`src/hw/rtl/iir_filter_df2t_defines.svh`:
```
// assertion macros for the filter rtl
`ifndef IIR_FILTER_DF2T_DEFINES_SVH
`define IIR_FILTER_DF2T_DEFINES_SVH

// same-cycle implication
`define IIR_ASSERT_IMP(label, ante, cons, msg) \
    label: assert property (@(posedge clk) disable iff (!rst_n) (ante) |-> (cons)) \
        else $error(msg);

// next-cycle implication
`define IIR_ASSERT_NXT(label, ante, cons, msg) \
    label: assert property (@(posedge clk) disable iff (!rst_n) (ante) |=> (cons)) \
        else $error(msg);

`endif

```
`src/hw/rtl/iirdf2t_pkg.sv`:
```
package iirdf2t_pkg;

    localparam int ORDER           = 3;
    localparam int SAMPLE_WIDTH    = 24;
    localparam int COEF_WIDTH      = 32;
    localparam int COEF_FRAC       = 28;
    localparam int ACC_WIDTH       = SAMPLE_WIDTH + COEF_WIDTH;
    localparam int DIGIT_WIDTH     = 4;
    localparam int NUM_DIGITS      = COEF_WIDTH / DIGIT_WIDTH;
    localparam int NUM_LANES       = ORDER + 1;
    localparam int CFG_INDEX_WIDTH = 3;
    localparam int CNT_WIDTH       = $clog2(NUM_DIGITS);
    localparam int LANE_IDX_WIDTH  = $clog2(NUM_LANES);
    localparam int DLY_IDX_WIDTH   = $clog2(ORDER);

    typedef logic signed [SAMPLE_WIDTH-1:0] sample_t;
    typedef logic signed [COEF_WIDTH-1:0]   coef_t;
    typedef logic signed [ACC_WIDTH-1:0]    acc_t;

    localparam acc_t    ACC_MAX = {1'b0, {(ACC_WIDTH-1){1'b1}}};
    localparam acc_t    ACC_MIN = {1'b1, {(ACC_WIDTH-1){1'b0}}};
    localparam sample_t SMP_MAX = {1'b0, {(SAMPLE_WIDTH-1){1'b1}}};
    localparam sample_t SMP_MIN = {1'b1, {(SAMPLE_WIDTH-1){1'b0}}};

    localparam coef_t COEF_B0_RESET = coef_t'(32'h1000_0000);

    localparam logic [CFG_INDEX_WIDTH-1:0] REG_B0 = 3'd0;
    localparam logic [CFG_INDEX_WIDTH-1:0] REG_B1 = 3'd1;
    localparam logic [CFG_INDEX_WIDTH-1:0] REG_B2 = 3'd2;
    localparam logic [CFG_INDEX_WIDTH-1:0] REG_B3 = 3'd3;
    localparam logic [CFG_INDEX_WIDTH-1:0] REG_A1 = 3'd4;
    localparam logic [CFG_INDEX_WIDTH-1:0] REG_A2 = 3'd5;
    localparam logic [CFG_INDEX_WIDTH-1:0] REG_A3 = 3'd6;

    typedef struct packed {
        logic load;
        logic step;
        logic last;
    } lane_ctl_t;

    typedef enum logic [2:0] {
        ST_IDLE,
        ST_MUL_B,
        ST_ADD_B,
        ST_ROUND,
        ST_MUL_A,
        ST_ADD_A,
        ST_DONE
    } state_t;

endpackage

```
`src/hw/rtl/iirdf2t_mul.sv`:
```
module iirdf2t_mul (
    input  logic                    clk,
    input  iirdf2t_pkg::lane_ctl_t  ctl,
    input  iirdf2t_pkg::sample_t    mcand,
    input  iirdf2t_pkg::coef_t      coef,
    output iirdf2t_pkg::acc_t       product
);
    import iirdf2t_pkg::*;

    localparam int HI_WIDTH = SAMPLE_WIDTH + 1;
    localparam int PP_WIDTH = SAMPLE_WIDTH + DIGIT_WIDTH + 1;

    sample_t                      mcand_reg;
    logic [COEF_WIDTH-1:0]        coef_reg;
    logic signed [HI_WIDTH-1:0]   hi_reg;
    logic signed [HI_WIDTH-1:0]   hi_next;
    logic [COEF_WIDTH-1:0]        lo_reg;
    logic [COEF_WIDTH-1:0]        lo_next;
    logic signed [DIGIT_WIDTH:0]  digit;
    logic signed [PP_WIDTH-1:0]   pp;
    logic signed [PP_WIDTH-1:0]   sum;

    // top digit of the coefficient carries the sign
    always_comb
    begin
        if (ctl.last)
        begin
            digit = {coef_reg[DIGIT_WIDTH-1], coef_reg[DIGIT_WIDTH-1:0]};
        end
        else
        begin
            digit = {1'b0, coef_reg[DIGIT_WIDTH-1:0]};
        end
        pp      = mcand_reg * digit;
        sum     = $signed({{(PP_WIDTH-HI_WIDTH){hi_reg[HI_WIDTH-1]}}, hi_reg}) + pp;
        hi_next = sum[PP_WIDTH-1:DIGIT_WIDTH];
        lo_next = {sum[DIGIT_WIDTH-1:0], lo_reg[COEF_WIDTH-1:DIGIT_WIDTH]};
    end

    always_ff @(posedge clk)
    begin
        if (ctl.load)
        begin
            mcand_reg <= mcand;
            coef_reg  <= coef;
            hi_reg    <= '0;
            lo_reg    <= '0;
        end
        else if (ctl.step)
        begin
            coef_reg <= {{DIGIT_WIDTH{1'b0}}, coef_reg[COEF_WIDTH-1:DIGIT_WIDTH]};
            hi_reg   <= hi_next;
            lo_reg   <= lo_next;
        end
    end

    assign product = {hi_reg[SAMPLE_WIDTH-1:0], lo_reg};

endmodule

```
`src/hw/rtl/iir_filter_df2t.sv`:
```
// one sample at a time: in_stall stays high from the input transfer until the sequencer
//   is back in idle; each sample takes two passes of the 4-bit digit-serial multipliers
//   over the 32-bit coefficients, 8 add and round steps, the done state, held while the
//   output is stalled, and the idle state that takes the transfer
// reset: rst_n asynchronous active low; clears the delay line, coefficients
//   (b0 = 1.0, others 0), the sequencer and out_valid
module iir_filter_df2t (
    input  logic                                       clk,
    input  logic                                       rst_n,
    input  logic                                       cfg_we,
    input  logic [iirdf2t_pkg::CFG_INDEX_WIDTH-1:0]    cfg_index,
    input  iirdf2t_pkg::coef_t                         cfg_data,
    input  logic                                       in_valid,
    output logic                                       in_stall,
    input  iirdf2t_pkg::sample_t                       sample_in,
    output logic                                       out_valid,
    input  logic                                       out_stall,
    output iirdf2t_pkg::sample_t                       sample_out,
    output logic                                       clipped
);
    import iirdf2t_pkg::*;

    `include "iir_filter_df2t_defines.svh"

    localparam int YW = ACC_WIDTH - COEF_FRAC + 1;

    state_t                  state_reg;
    state_t                  state_next;
    logic [CNT_WIDTH-1:0]    cnt_reg;
    logic [CNT_WIDTH-1:0]    cnt_next;
    lane_ctl_t               lane_ctl;
    logic                    out_load;

    coef_t                   coef_b_reg [NUM_LANES];
    coef_t                   coef_a_reg [ORDER];
    acc_t                    z_reg      [ORDER];
    acc_t                    zn         [NUM_LANES];
    acc_t                    prod       [NUM_LANES];
    acc_t                    acc_reg;
    sample_t                 y_reg;
    logic                    clip_reg;
    logic                    out_valid_reg;
    sample_t                 sample_out_reg;
    logic                    clipped_reg;

    logic [LANE_IDX_WIDTH-1:0] lane_idx;
    logic [LANE_IDX_WIDTH-1:0] prod_idx;
    logic                      add_sub;
    logic signed [ACC_WIDTH:0] add_a;
    logic signed [ACC_WIDTH:0] add_b;
    logic signed [ACC_WIDTH:0] add_sum;
    logic                      add_ovf;
    acc_t                      add_res;
    logic signed [YW-1:0]      y_wide;
    logic                      y_ovf;
    sample_t                   y_val;
    sample_t                   lane_mcand;

    // multiplier lanes
    for (genvar i = 0; i < NUM_LANES; i++)
    begin : g_lane
        coef_t lane_coef;
        if (i == 0)
        begin : g_b0
            assign lane_coef = (state_reg == ST_IDLE) ? coef_b_reg[i] : '0;
        end
        else
        begin : g_ba
            assign lane_coef = (state_reg == ST_IDLE) ? coef_b_reg[i] : coef_a_reg[i-1];
        end
        iirdf2t_mul u_mul (
            .clk     (clk),
            .ctl     (lane_ctl),
            .mcand   (lane_mcand),
            .coef    (lane_coef),
            .product (prod[i])
        );
    end

    assign lane_mcand = (state_reg == ST_IDLE) ? sample_in : y_val;

    // shared saturating adder
    always_comb
    begin
        for (int k = 0; k < ORDER; k++)
        begin
            zn[k] = z_reg[k];
        end
        zn[ORDER] = '0;
        lane_idx  = cnt_reg[LANE_IDX_WIDTH-1:0];
        add_sub   = (state_reg == ST_ADD_A);
        prod_idx  = add_sub ? lane_idx + 1'b1 : lane_idx;
        if (add_sub)
        begin
            add_a = {zn[lane_idx][ACC_WIDTH-1], zn[lane_idx]};
            add_b = {prod[prod_idx][ACC_WIDTH-1], prod[prod_idx]};
            add_sum = add_a - add_b;
        end
        else
        begin
            add_a = {prod[prod_idx][ACC_WIDTH-1], prod[prod_idx]};
            add_b = {zn[lane_idx][ACC_WIDTH-1], zn[lane_idx]};
            add_sum = add_a + add_b;
        end
        add_ovf = add_sum[ACC_WIDTH] != add_sum[ACC_WIDTH-1];
        if (add_ovf)
        begin
            add_res = add_sum[ACC_WIDTH] ? ACC_MIN : ACC_MAX;
        end
        else
        begin
            add_res = add_sum[ACC_WIDTH-1:0];
        end
    end

    // round half up, then saturate to the sample range
    always_comb
    begin
        y_wide = $signed({acc_reg[ACC_WIDTH-1], acc_reg[ACC_WIDTH-1:COEF_FRAC]})
               + $signed({{(YW-1){1'b0}}, acc_reg[COEF_FRAC-1]});
        y_ovf  = !((&y_wide[YW-1:SAMPLE_WIDTH-1]) || !(|y_wide[YW-1:SAMPLE_WIDTH-1]));
        if (y_ovf)
        begin
            y_val = y_wide[YW-1] ? SMP_MIN : SMP_MAX;
        end
        else
        begin
            y_val = y_wide[SAMPLE_WIDTH-1:0];
        end
    end

    // sequencer
    always_comb
    begin
        state_next = state_reg;
        cnt_next   = cnt_reg;
        lane_ctl   = '0;
        out_load   = 1'b0;
        unique case (state_reg)
            ST_IDLE:
            begin
                if (in_valid)
                begin
                    lane_ctl.load = 1'b1;
                    cnt_next      = '0;
                    state_next    = ST_MUL_B;
                end
            end
            ST_MUL_B, ST_MUL_A:
            begin
                lane_ctl.step = 1'b1;
                lane_ctl.last = (cnt_reg == CNT_WIDTH'(NUM_DIGITS - 1));
                cnt_next      = cnt_reg + 1'b1;
                if (lane_ctl.last)
                begin
                    cnt_next   = '0;
                    state_next = (state_reg == ST_MUL_B) ? ST_ADD_B : ST_ADD_A;
                end
            end
            ST_ADD_B:
            begin
                cnt_next = cnt_reg + 1'b1;
                if (cnt_reg == CNT_WIDTH'(ORDER))
                begin
                    cnt_next   = '0;
                    state_next = ST_ROUND;
                end
            end
            ST_ROUND:
            begin
                lane_ctl.load = 1'b1;
                cnt_next      = '0;
                state_next    = ST_MUL_A;
            end
            ST_ADD_A:
            begin
                cnt_next = cnt_reg + 1'b1;
                if (cnt_reg == CNT_WIDTH'(ORDER - 1))
                begin
                    cnt_next   = '0;
                    state_next = ST_DONE;
                end
            end
            ST_DONE:
            begin
                if (!out_valid_reg || !out_stall)
                begin
                    out_load   = 1'b1;
                    state_next = ST_IDLE;
                end
            end
            default:
            begin
                state_next = ST_IDLE;
            end
        endcase
    end

    always_ff @(posedge clk or negedge rst_n)
    begin
        if (!rst_n)
        begin
            state_reg <= ST_IDLE;
            cnt_reg   <= '0;
        end
        else
        begin
            state_reg <= state_next;
            cnt_reg   <= cnt_next;
        end
    end

    // coefficient registers
    always_ff @(posedge clk or negedge rst_n)
    begin
        if (!rst_n)
        begin
            for (int k = 0; k < NUM_LANES; k++)
            begin
                coef_b_reg[k] <= '0;
            end
            coef_b_reg[0] <= COEF_B0_RESET;
            for (int k = 0; k < ORDER; k++)
            begin
                coef_a_reg[k] <= '0;
            end
        end
        else if (cfg_we)
        begin
            unique case (cfg_index)
                REG_B0:  coef_b_reg[0] <= cfg_data;
                REG_B1:  coef_b_reg[1] <= cfg_data;
                REG_B2:  coef_b_reg[2] <= cfg_data;
                REG_B3:  coef_b_reg[3] <= cfg_data;
                REG_A1:  coef_a_reg[0] <= cfg_data;
                REG_A2:  coef_a_reg[1] <= cfg_data;
                REG_A3:  coef_a_reg[2] <= cfg_data;
                default: ;
            endcase
        end
    end

    // delay line and output register
    always_ff @(posedge clk or negedge rst_n)
    begin
        if (!rst_n)
        begin
            for (int k = 0; k < ORDER; k++)
            begin
                z_reg[k] <= '0;
            end
            out_valid_reg <= 1'b0;
        end
        else
        begin
            if (state_reg == ST_ADD_B && cnt_reg != '0)
            begin
                z_reg[DLY_IDX_WIDTH'(cnt_reg - 1'b1)] <= add_res;
            end
            else if (state_reg == ST_ADD_A)
            begin
                z_reg[cnt_reg[DLY_IDX_WIDTH-1:0]] <= add_res;
            end
            if (out_load)
            begin
                out_valid_reg <= 1'b1;
            end
            else if (!out_stall)
            begin
                out_valid_reg <= 1'b0;
            end
        end
    end

    always_ff @(posedge clk)
    begin
        if (state_reg == ST_IDLE)
        begin
            clip_reg <= 1'b0;
        end
        else if (state_reg == ST_ADD_B || state_reg == ST_ADD_A)
        begin
            clip_reg <= clip_reg | add_ovf;
        end
        else if (state_reg == ST_ROUND)
        begin
            clip_reg <= clip_reg | y_ovf;
        end
        if (state_reg == ST_ADD_B && cnt_reg == '0)
        begin
            acc_reg <= add_res;
        end
        if (state_reg == ST_ROUND)
        begin
            y_reg <= y_val;
        end
        if (out_load)
        begin
            sample_out_reg <= y_reg;
            clipped_reg    <= clip_reg;
        end
    end

    assign in_stall   = (state_reg != ST_IDLE);
    assign out_valid  = out_valid_reg;
    assign sample_out = sample_out_reg;
    assign clipped    = clipped_reg;

    `IIR_ASSERT_NXT(a_transfer_starts_mul, in_valid && !in_stall,
        state_reg == ST_MUL_B && cnt_reg == '0, "input transfer did not start multiply")
    `IIR_ASSERT_NXT(a_round_to_mul_a, state_reg == ST_ROUND,
        state_reg == ST_MUL_A && cnt_reg == '0, "feedback multiply did not follow rounding")
    `IIR_ASSERT_IMP(a_out_from_done, $rose(out_valid_reg),
        $past(state_reg) == ST_DONE, "output valid rose outside done state")

endmodule

```
`config.mk`:
```
export PLATFORM = sky130hd
export DESIGN_NAME = iir_filter_df2t
export DESIGN_NICKNAME = d
export VERILOG_FILES = /design/src/hw/rtl/iirdf2t_pkg.sv /design/src/hw/rtl/iirdf2t_mul.sv /design/src/hw/rtl/iir_filter_df2t.sv
export VERILOG_INCLUDE_DIRS = /design/src /design/src/hw/rtl
export SDC_FILE = /design/constraint.sdc
export NUM_CORES = 2
export LEC_CHECK = 0
export BUFFER_PORTS_ARGS = -buffer_cell sky130_fd_sc_hd__buf_2
export CAP_MARGIN = 20
export CORE_UTILIZATION = 50
export CTS_CLUSTER_DIAMETER = 30
export CTS_CLUSTER_SIZE = 30
export DETAILED_ROUTE_END_ITERATION = 8
export PLACE_DENSITY_LB_ADDON = 0.12
export SYNTH_ARGS = -nofsm -noshare
export SYNTH_HDL_FRONTEND = slang
export SYNTH_HIERARCHICAL = 1
export SYNTH_SLANG_ARGS = --single-unit
```
`constraint.sdc`:
```
create_clock -name clk -period 8.35 [get_ports clk]
set_input_delay 0.4175 -clock clk [delete_from_list [all_inputs] [get_ports clk]]
set_output_delay 0.4175 -clock clk [all_outputs]
set_load 0.05 [all_outputs]
```
After elaboration in Yosys (flattened, before gate mapping)
Cells that the tools add are included. Widths: inputs -> output; s select.

Output and inout bits: 27. Flip-flop bits (word level): 885. Input port bits: 64.

$mul: 4. Reductions and logical operators: 32. Order comparisons: 5. Bitwise logic cells: 5. Eq/ne operators: 22. Add/subtract/negate cells: 10. Multiplexer cells: 58.

Operators by type and width (number): $mux 56 (8); $mux 32 (12); $bwmux 168 (2); $mux 168 (2); $bmux 56 s2 (2); $demux 56 s2 (2); $add 25x29->29 (4); $mul 24x5->29 (4); $mux 24 (3); $add 56x56->57 (1); $mux 57 (1); $sub 56x56->57 (1); $mux 3 (10); $add 28x2->29 (1); $eq 3x3->1 const B (7); $mux 5 (4); $eq 3x2->1 const B (6); $pmux 3 s6 (1); $reduce_and 2->1 (8); $pmux 3 s5 (1); $ge 3x3->1 const B (3); $logic_not 3->1 (3); $not 2->3 (3); $ne 2x2->1 const B (4); 21 further kinds (43).

Logic depth before layout (Yosys ltp)
Depth after elaboration: 13. Depth in mapped cells: 36. Mapped depth without buffers: 28.

Hierarchy
Netlist, hierarchy kept.

By module, submodules not included: iir_filter_df2t (sequential area each 12348.1 µm², area each 28682.5 µm², times used 1, cells an instance 2822); iirdf2t_mul at g_lane[1].u_mul ... (sequential area each 2822.7 µm², area each 9235.1 µm², times used 2, cells an instance 905); iirdf2t_mul at g_lane[3].u_mul (sequential area each 2822.7 µm², area each 9221.3 µm², times used 1, cells an instance 905); iirdf2t_mul at g_lane[0].u_mul (sequential area each 2822.7 µm², area each 9211.3 µm², times used 1, cells an instance 899).

Worst setup path after synthesis
Ideal clock, no wire load.

Kind: reg-to-reg. Start: register cnt_reg[0]. End: register z_reg[143] (netlist bit). Path buffers: 8. Slack: 0.760 ns. Stages on the path, launching flop included: 34. Setup time: 0.125 ns. Arrival: 7.465 ns. Cell sequence: dfrtp_1 buf_6 inv_2 buf_1 ha_1 buf_4 and4b_1 buf_4 clkbuf_1 a21oi_1 mux4_2 inv_1 ha_1 o21ai_0 nor4_1 nand4bb_1 or4_1 clkbuf_1 nor2_1 a21oi_1 xor2_1 ha_1 clkbuf_1 nand3_1 or4_1 a32oi_1 o21ai_0 nand3_1 a31oi_1 o31a_1 xnor2_1 clkbuf_1 maj3_1 mux2_2.

Longest elaborated chain between the ends: 13. Elaborated cells on any way between the ends: 35.

RTL lines: start: declaration (line iir_filter_df2t.sv:29) `logic [CNT_WIDTH-1:0] cnt_reg;`; start signal: assignment (line iir_filter_df2t.sv:209) `cnt_reg <= cnt_next;`; $add 2x1->2 (line iir_filter_df2t.sv:92) `prod_idx = add_sub ? lane_idx + 1'b1 : lane_idx;`; $mux 2 (line iir_filter_df2t.sv:92); $not 2->3 (not written as such) (line iir_filter_df2t.sv:96, iir_filter_df2t.sv:101); $bmux 56 s2 (line iir_filter_df2t.sv:96, iir_filter_df2t.sv:101); $mux 56 (not written as such) (2 in a row) (line iir_filter_df2t.sv:96, iir_filter_df2t.sv:101); $add 56x56->57 or $sub 56x56->57 (tied branches) (line iir_filter_df2t.sv:103, iir_filter_df2t.sv:97); $mux 57 * (line iir_filter_df2t.sv:93) `if (add_sub)`; $mux 56 or $ne 1x1->1 (tied branches) (line iir_filter_df2t.sv:108, iir_filter_df2t.sv:105); $mux 56 * (line iir_filter_df2t.sv:106) `if (add_ovf)`; net add_res[31] (line iir_filter_df2t.sv:53) `acc_t add_res;`; $bwmux 168 (line iir_filter_df2t.sv:262) `z_reg[cnt_reg[DLY_IDX_WIDTH-1:0]] <= add_res;`; $mux 168 (line iir_filter_df2t.sv:260) `else if (state_reg == ST_ADD_A)`; $mux 168 * (line iir_filter_df2t.sv:256) `if (state_reg == ST_ADD_B && cnt_reg != '0)`; end signal: indexed assignment (line iir_filter_df2t.sv:258) `z_reg[DLY_IDX_WIDTH'(cnt_reg - 1'b1)] <= add_res;`; end signal: indexed assignment (line iir_filter_df2t.sv:262); end: declaration (line iir_filter_df2t.sv:36) `acc_t z_reg [ORDER];`.

Mark *: on every way through the listed nets, which the timed path passes. The rest lies on a longest branch. The select of a mux whose other input is x is not followed. A chain may end at the register's enable or synchronous reset.

Final worst setup path
Start: register cnt_reg[1]. End: register z_reg[35] (netlist bit).

The elaborated chain is that of the path after synthesis.

==> run summary <==
Post-synthesis sequential area ratio -> 0.360
Post-synth cell types -> 119
Initial DRC Count -> 3696
Part of the cycle the worst path needs -> 0.943
H-tree depth -> 4
Setup TNS Final -> 0 ns
CTS buffer count -> 230
Critical path endpoint category -> register
Most common cell after layout, fill and taps aside -> nand2_1
Drt first pass iters -> 6
Post-synth EDFFs -> 302
Fin crit period -> 7.87 ns
CP Launch Type -> register
Grt total ovfl -> 0
Area Growth Syn to Fin -> 15.7%
Post-route antenna net violation count -> 0
Starting Density -> 0.505
Total Routed Length -> 186 mm
Clk root buf -> clkbuf_16
Synth warn -> 6
Final hold viol count -> 0
Worst r2r src -> cnt_reg[1]
Gpl congestion -> 0.949
Layout cells sized above 1 -> 0.181
DR WL/cell -> 22.0 um
Synthesized area per cell -> 10.2 um^2
Slew margin rel. -> 0.250
Top-Level Pins -> 91
CTS tree -> built
Clk Latency, worst-skew pair -> 0.85 ns
First-pass GRT wire length -> 286 mm
Post-Synthesis Cells -> 6436
CP arrival -> 8.52 ns
Final Max Tran Viols -> 0
Fin nets -> 7231
Die Ht -> 364 um
Clock Tree Buf Depth -> 3
Seq cells post-synth -> 930
Gr usage total -> 0.282
Dpl cells -> 7952
Mapped Area -> 65600 um^2
Via count -> 47.4k
Reg-to-reg slack, setup -> 0.48 ns
Main synth FF type -> dfrtp_1
Dpl hpwl -> 132 mm
Number of global-route vias before repair -> 47.4k
Required time of the critical path -> 9.00 ns
Core area -> 130000 um^2
Max Fclk -> 0.127 GHz
Cell Count, Final, Fillers Out -> 8432
Unrepaired setup endpoints after global routing -> false
Crit path kind -> reg -> reg
Async SR Flop Fraction -> 0.429
CTS sink count -> 930
Hold path startpoint -> sample_in[20]
Clock Skews -> 0.0953 ns
Drc violations -> 0
Max Cap Viol -> 0
Vias/cell -> 5.63
Worst-path maximum fanout -> 43
Fillers -> 11.2k
Worst setup path startpoint -> cnt_reg[1]
Initial antenna violation count -> 11
Die area -> 133000 um^2
Commonest cells after routing, fill and taps aside -> 626 x nand2_1, 599 x inv_1, 490 x mux2_2, 442 x nor2_1, 430 x and2_1
Mapped Nets -> 7187
Port bufs -> 90
Actual slew at the worst max-slew pin -> 1.11 ns
Die W -> 364 um
CP max-delay cell -> or4_1
# rows -> 132
Reg clk slew, reported paths -> 0.05 ns
Largest stage delay, worst path -> 0.62 ns
Min-Delay Path Class -> in -> reg
Outcome -> complete, no violations
Max FFs per register -> 168
Final setup fails -> 0
Largest net degree at the start of global routing -> 162
Critical path cell sequence -> inv_1, ha_1, and4bb_2, a22oi_2, o22ai_1, o22ai_1, nor4_1, nand4bb_1, or4_1, nor2_1, a21oi_1, xor2_1, ha_1, nand3_1, or4_1, a32oi_1, o21ai_0, nand3_1, a31oi_1, o31a_1, xnor2_2, buf_6, maj3_1, mux2_2
==> final timing paths <==
path                                                 endpoint  cells after the start
worst max-delay path                                z_reg[35]                     24
worst min-delay path            g_lane[1].u_mul/mcand_reg[20]                      2
worst max register to register                      z_reg[35]                     24
worst min register to register                  sample_out[2]                      0
max in group asynchronous                           z_reg[73]                      3
min in group asynchronous                     coef_b_reg[127]                      2
==> cells in the mapped netlist, types with 40 or more instances <==
cell,count,share of area
buf_4,107,0.012
o21ai_0,224,0.017
nand3_1,48,0.0037
o22ai_1,57,0.0054
nand2_1,627,0.036
ha_1,294,0.056
a21oi_1,237,0.018
and2_1,430,0.041
nand4_1,47,0.0045
clkbuf_1,223,0.013
a21o_1,46,0.0053
nor2_1,442,0.025
xor2_1,76,0.010
xnor2_1,142,0.019
mux2i_1,302,0.046
fa_1,393,0.12
nor3_1,40,0.0031
edfxtp_1,302,0.14
mux2_2,490,0.084
maj3_1,47,0.0072
dfrtp_1,398,0.15
inv_1,605,0.035
dfxtp_1,229,0.070
==> critical path, delay by kind of cell, from the launching register on <==
family | cells | cell delay [ns]
AO/OA/AOI/OAI | 8 | 1.90
XOR/XNOR | 2 | 0.32
adder cells (fa/ha/maj) | 3 | 1.28
buffers and inverters | 2 | 0.34
flip-flops | 1 | 0.54
multiplexers | 1 | 0.29
AND/OR/NAND/NOR | 8 | 2.99
==> cell type report <==
type / count / area (um^2) / share of cell area
flip-flops and latches: 930 / 23600 / 0.312
diodes: 3 / 7.51 / 0.0000989
repair buffers: 212 / 1580 / 0.0208
inverters: 610 / 2300 / 0.0303
clock buffers: 293 / 6460 / 0.0851
well taps: 1742 / 2180 / 0.0287
multi-input cells: 4496 / 37700 / 0.497
clock inverters: 146 / 2020 / 0.0266
==> cell families after synthesis <==
logic type / count (synthesis) / synth area share
AND/OR/NAND/NOR: 1818 / 0.133
buffers and inverters: 1010 / 0.0658
flip-flops: 930 / 0.360
AO/OA/AOI/OAI: 914 / 0.0925
multiplexers: 803 / 0.134
adder cells (fa/ha/maj): 742 / 0.185
XOR/XNOR: 219 / 0.0295
==> metrics by stage <==
step           hold WS (ns)  setup slack, ns  area (um^2)   util
2_1_floorplan         0.122            0.760        65600      -
4_1_cts            0.000409            0.241        75800  0.584
6_report             0.0430            0.476        75900  0.585
5_1_grt              0.0157            0.161        75900  0.585
3_3_place_gp          0.402            0.404        67000  0.516
3_5_place_dp          0.405            0.254        67000  0.516
==> what timing repair did <==
| item | in CTS | in global routing |
|---|---|---|
| endpoints found under the setup margin | 0 | 181 |
| hold buffers | 33 | 1 |
| buffers inserted | 0 | 3 |
| resized for setup | 0 | 3 |
| hold endpoints to repair | 276 | 1 |
==> layer usage <==
| layer | wire, um | GRT usage | up-vias |
|---|---|---|---|
| met5 | 27 | 0 | - |
| met4 | 7750 | 0.119 | 4 |
| met3 | 9810 | 0.0431 | 340 |
| met2 | 84700 | 0.445 | 1382 |
| met1 | 83300 | 0.387 | 23700 |
| li1 | - | - | 22000 |
Power is left out: the tool's default activity adds up to more than one toggle a clock period on the data nets, which glitch-free logic cannot reach.
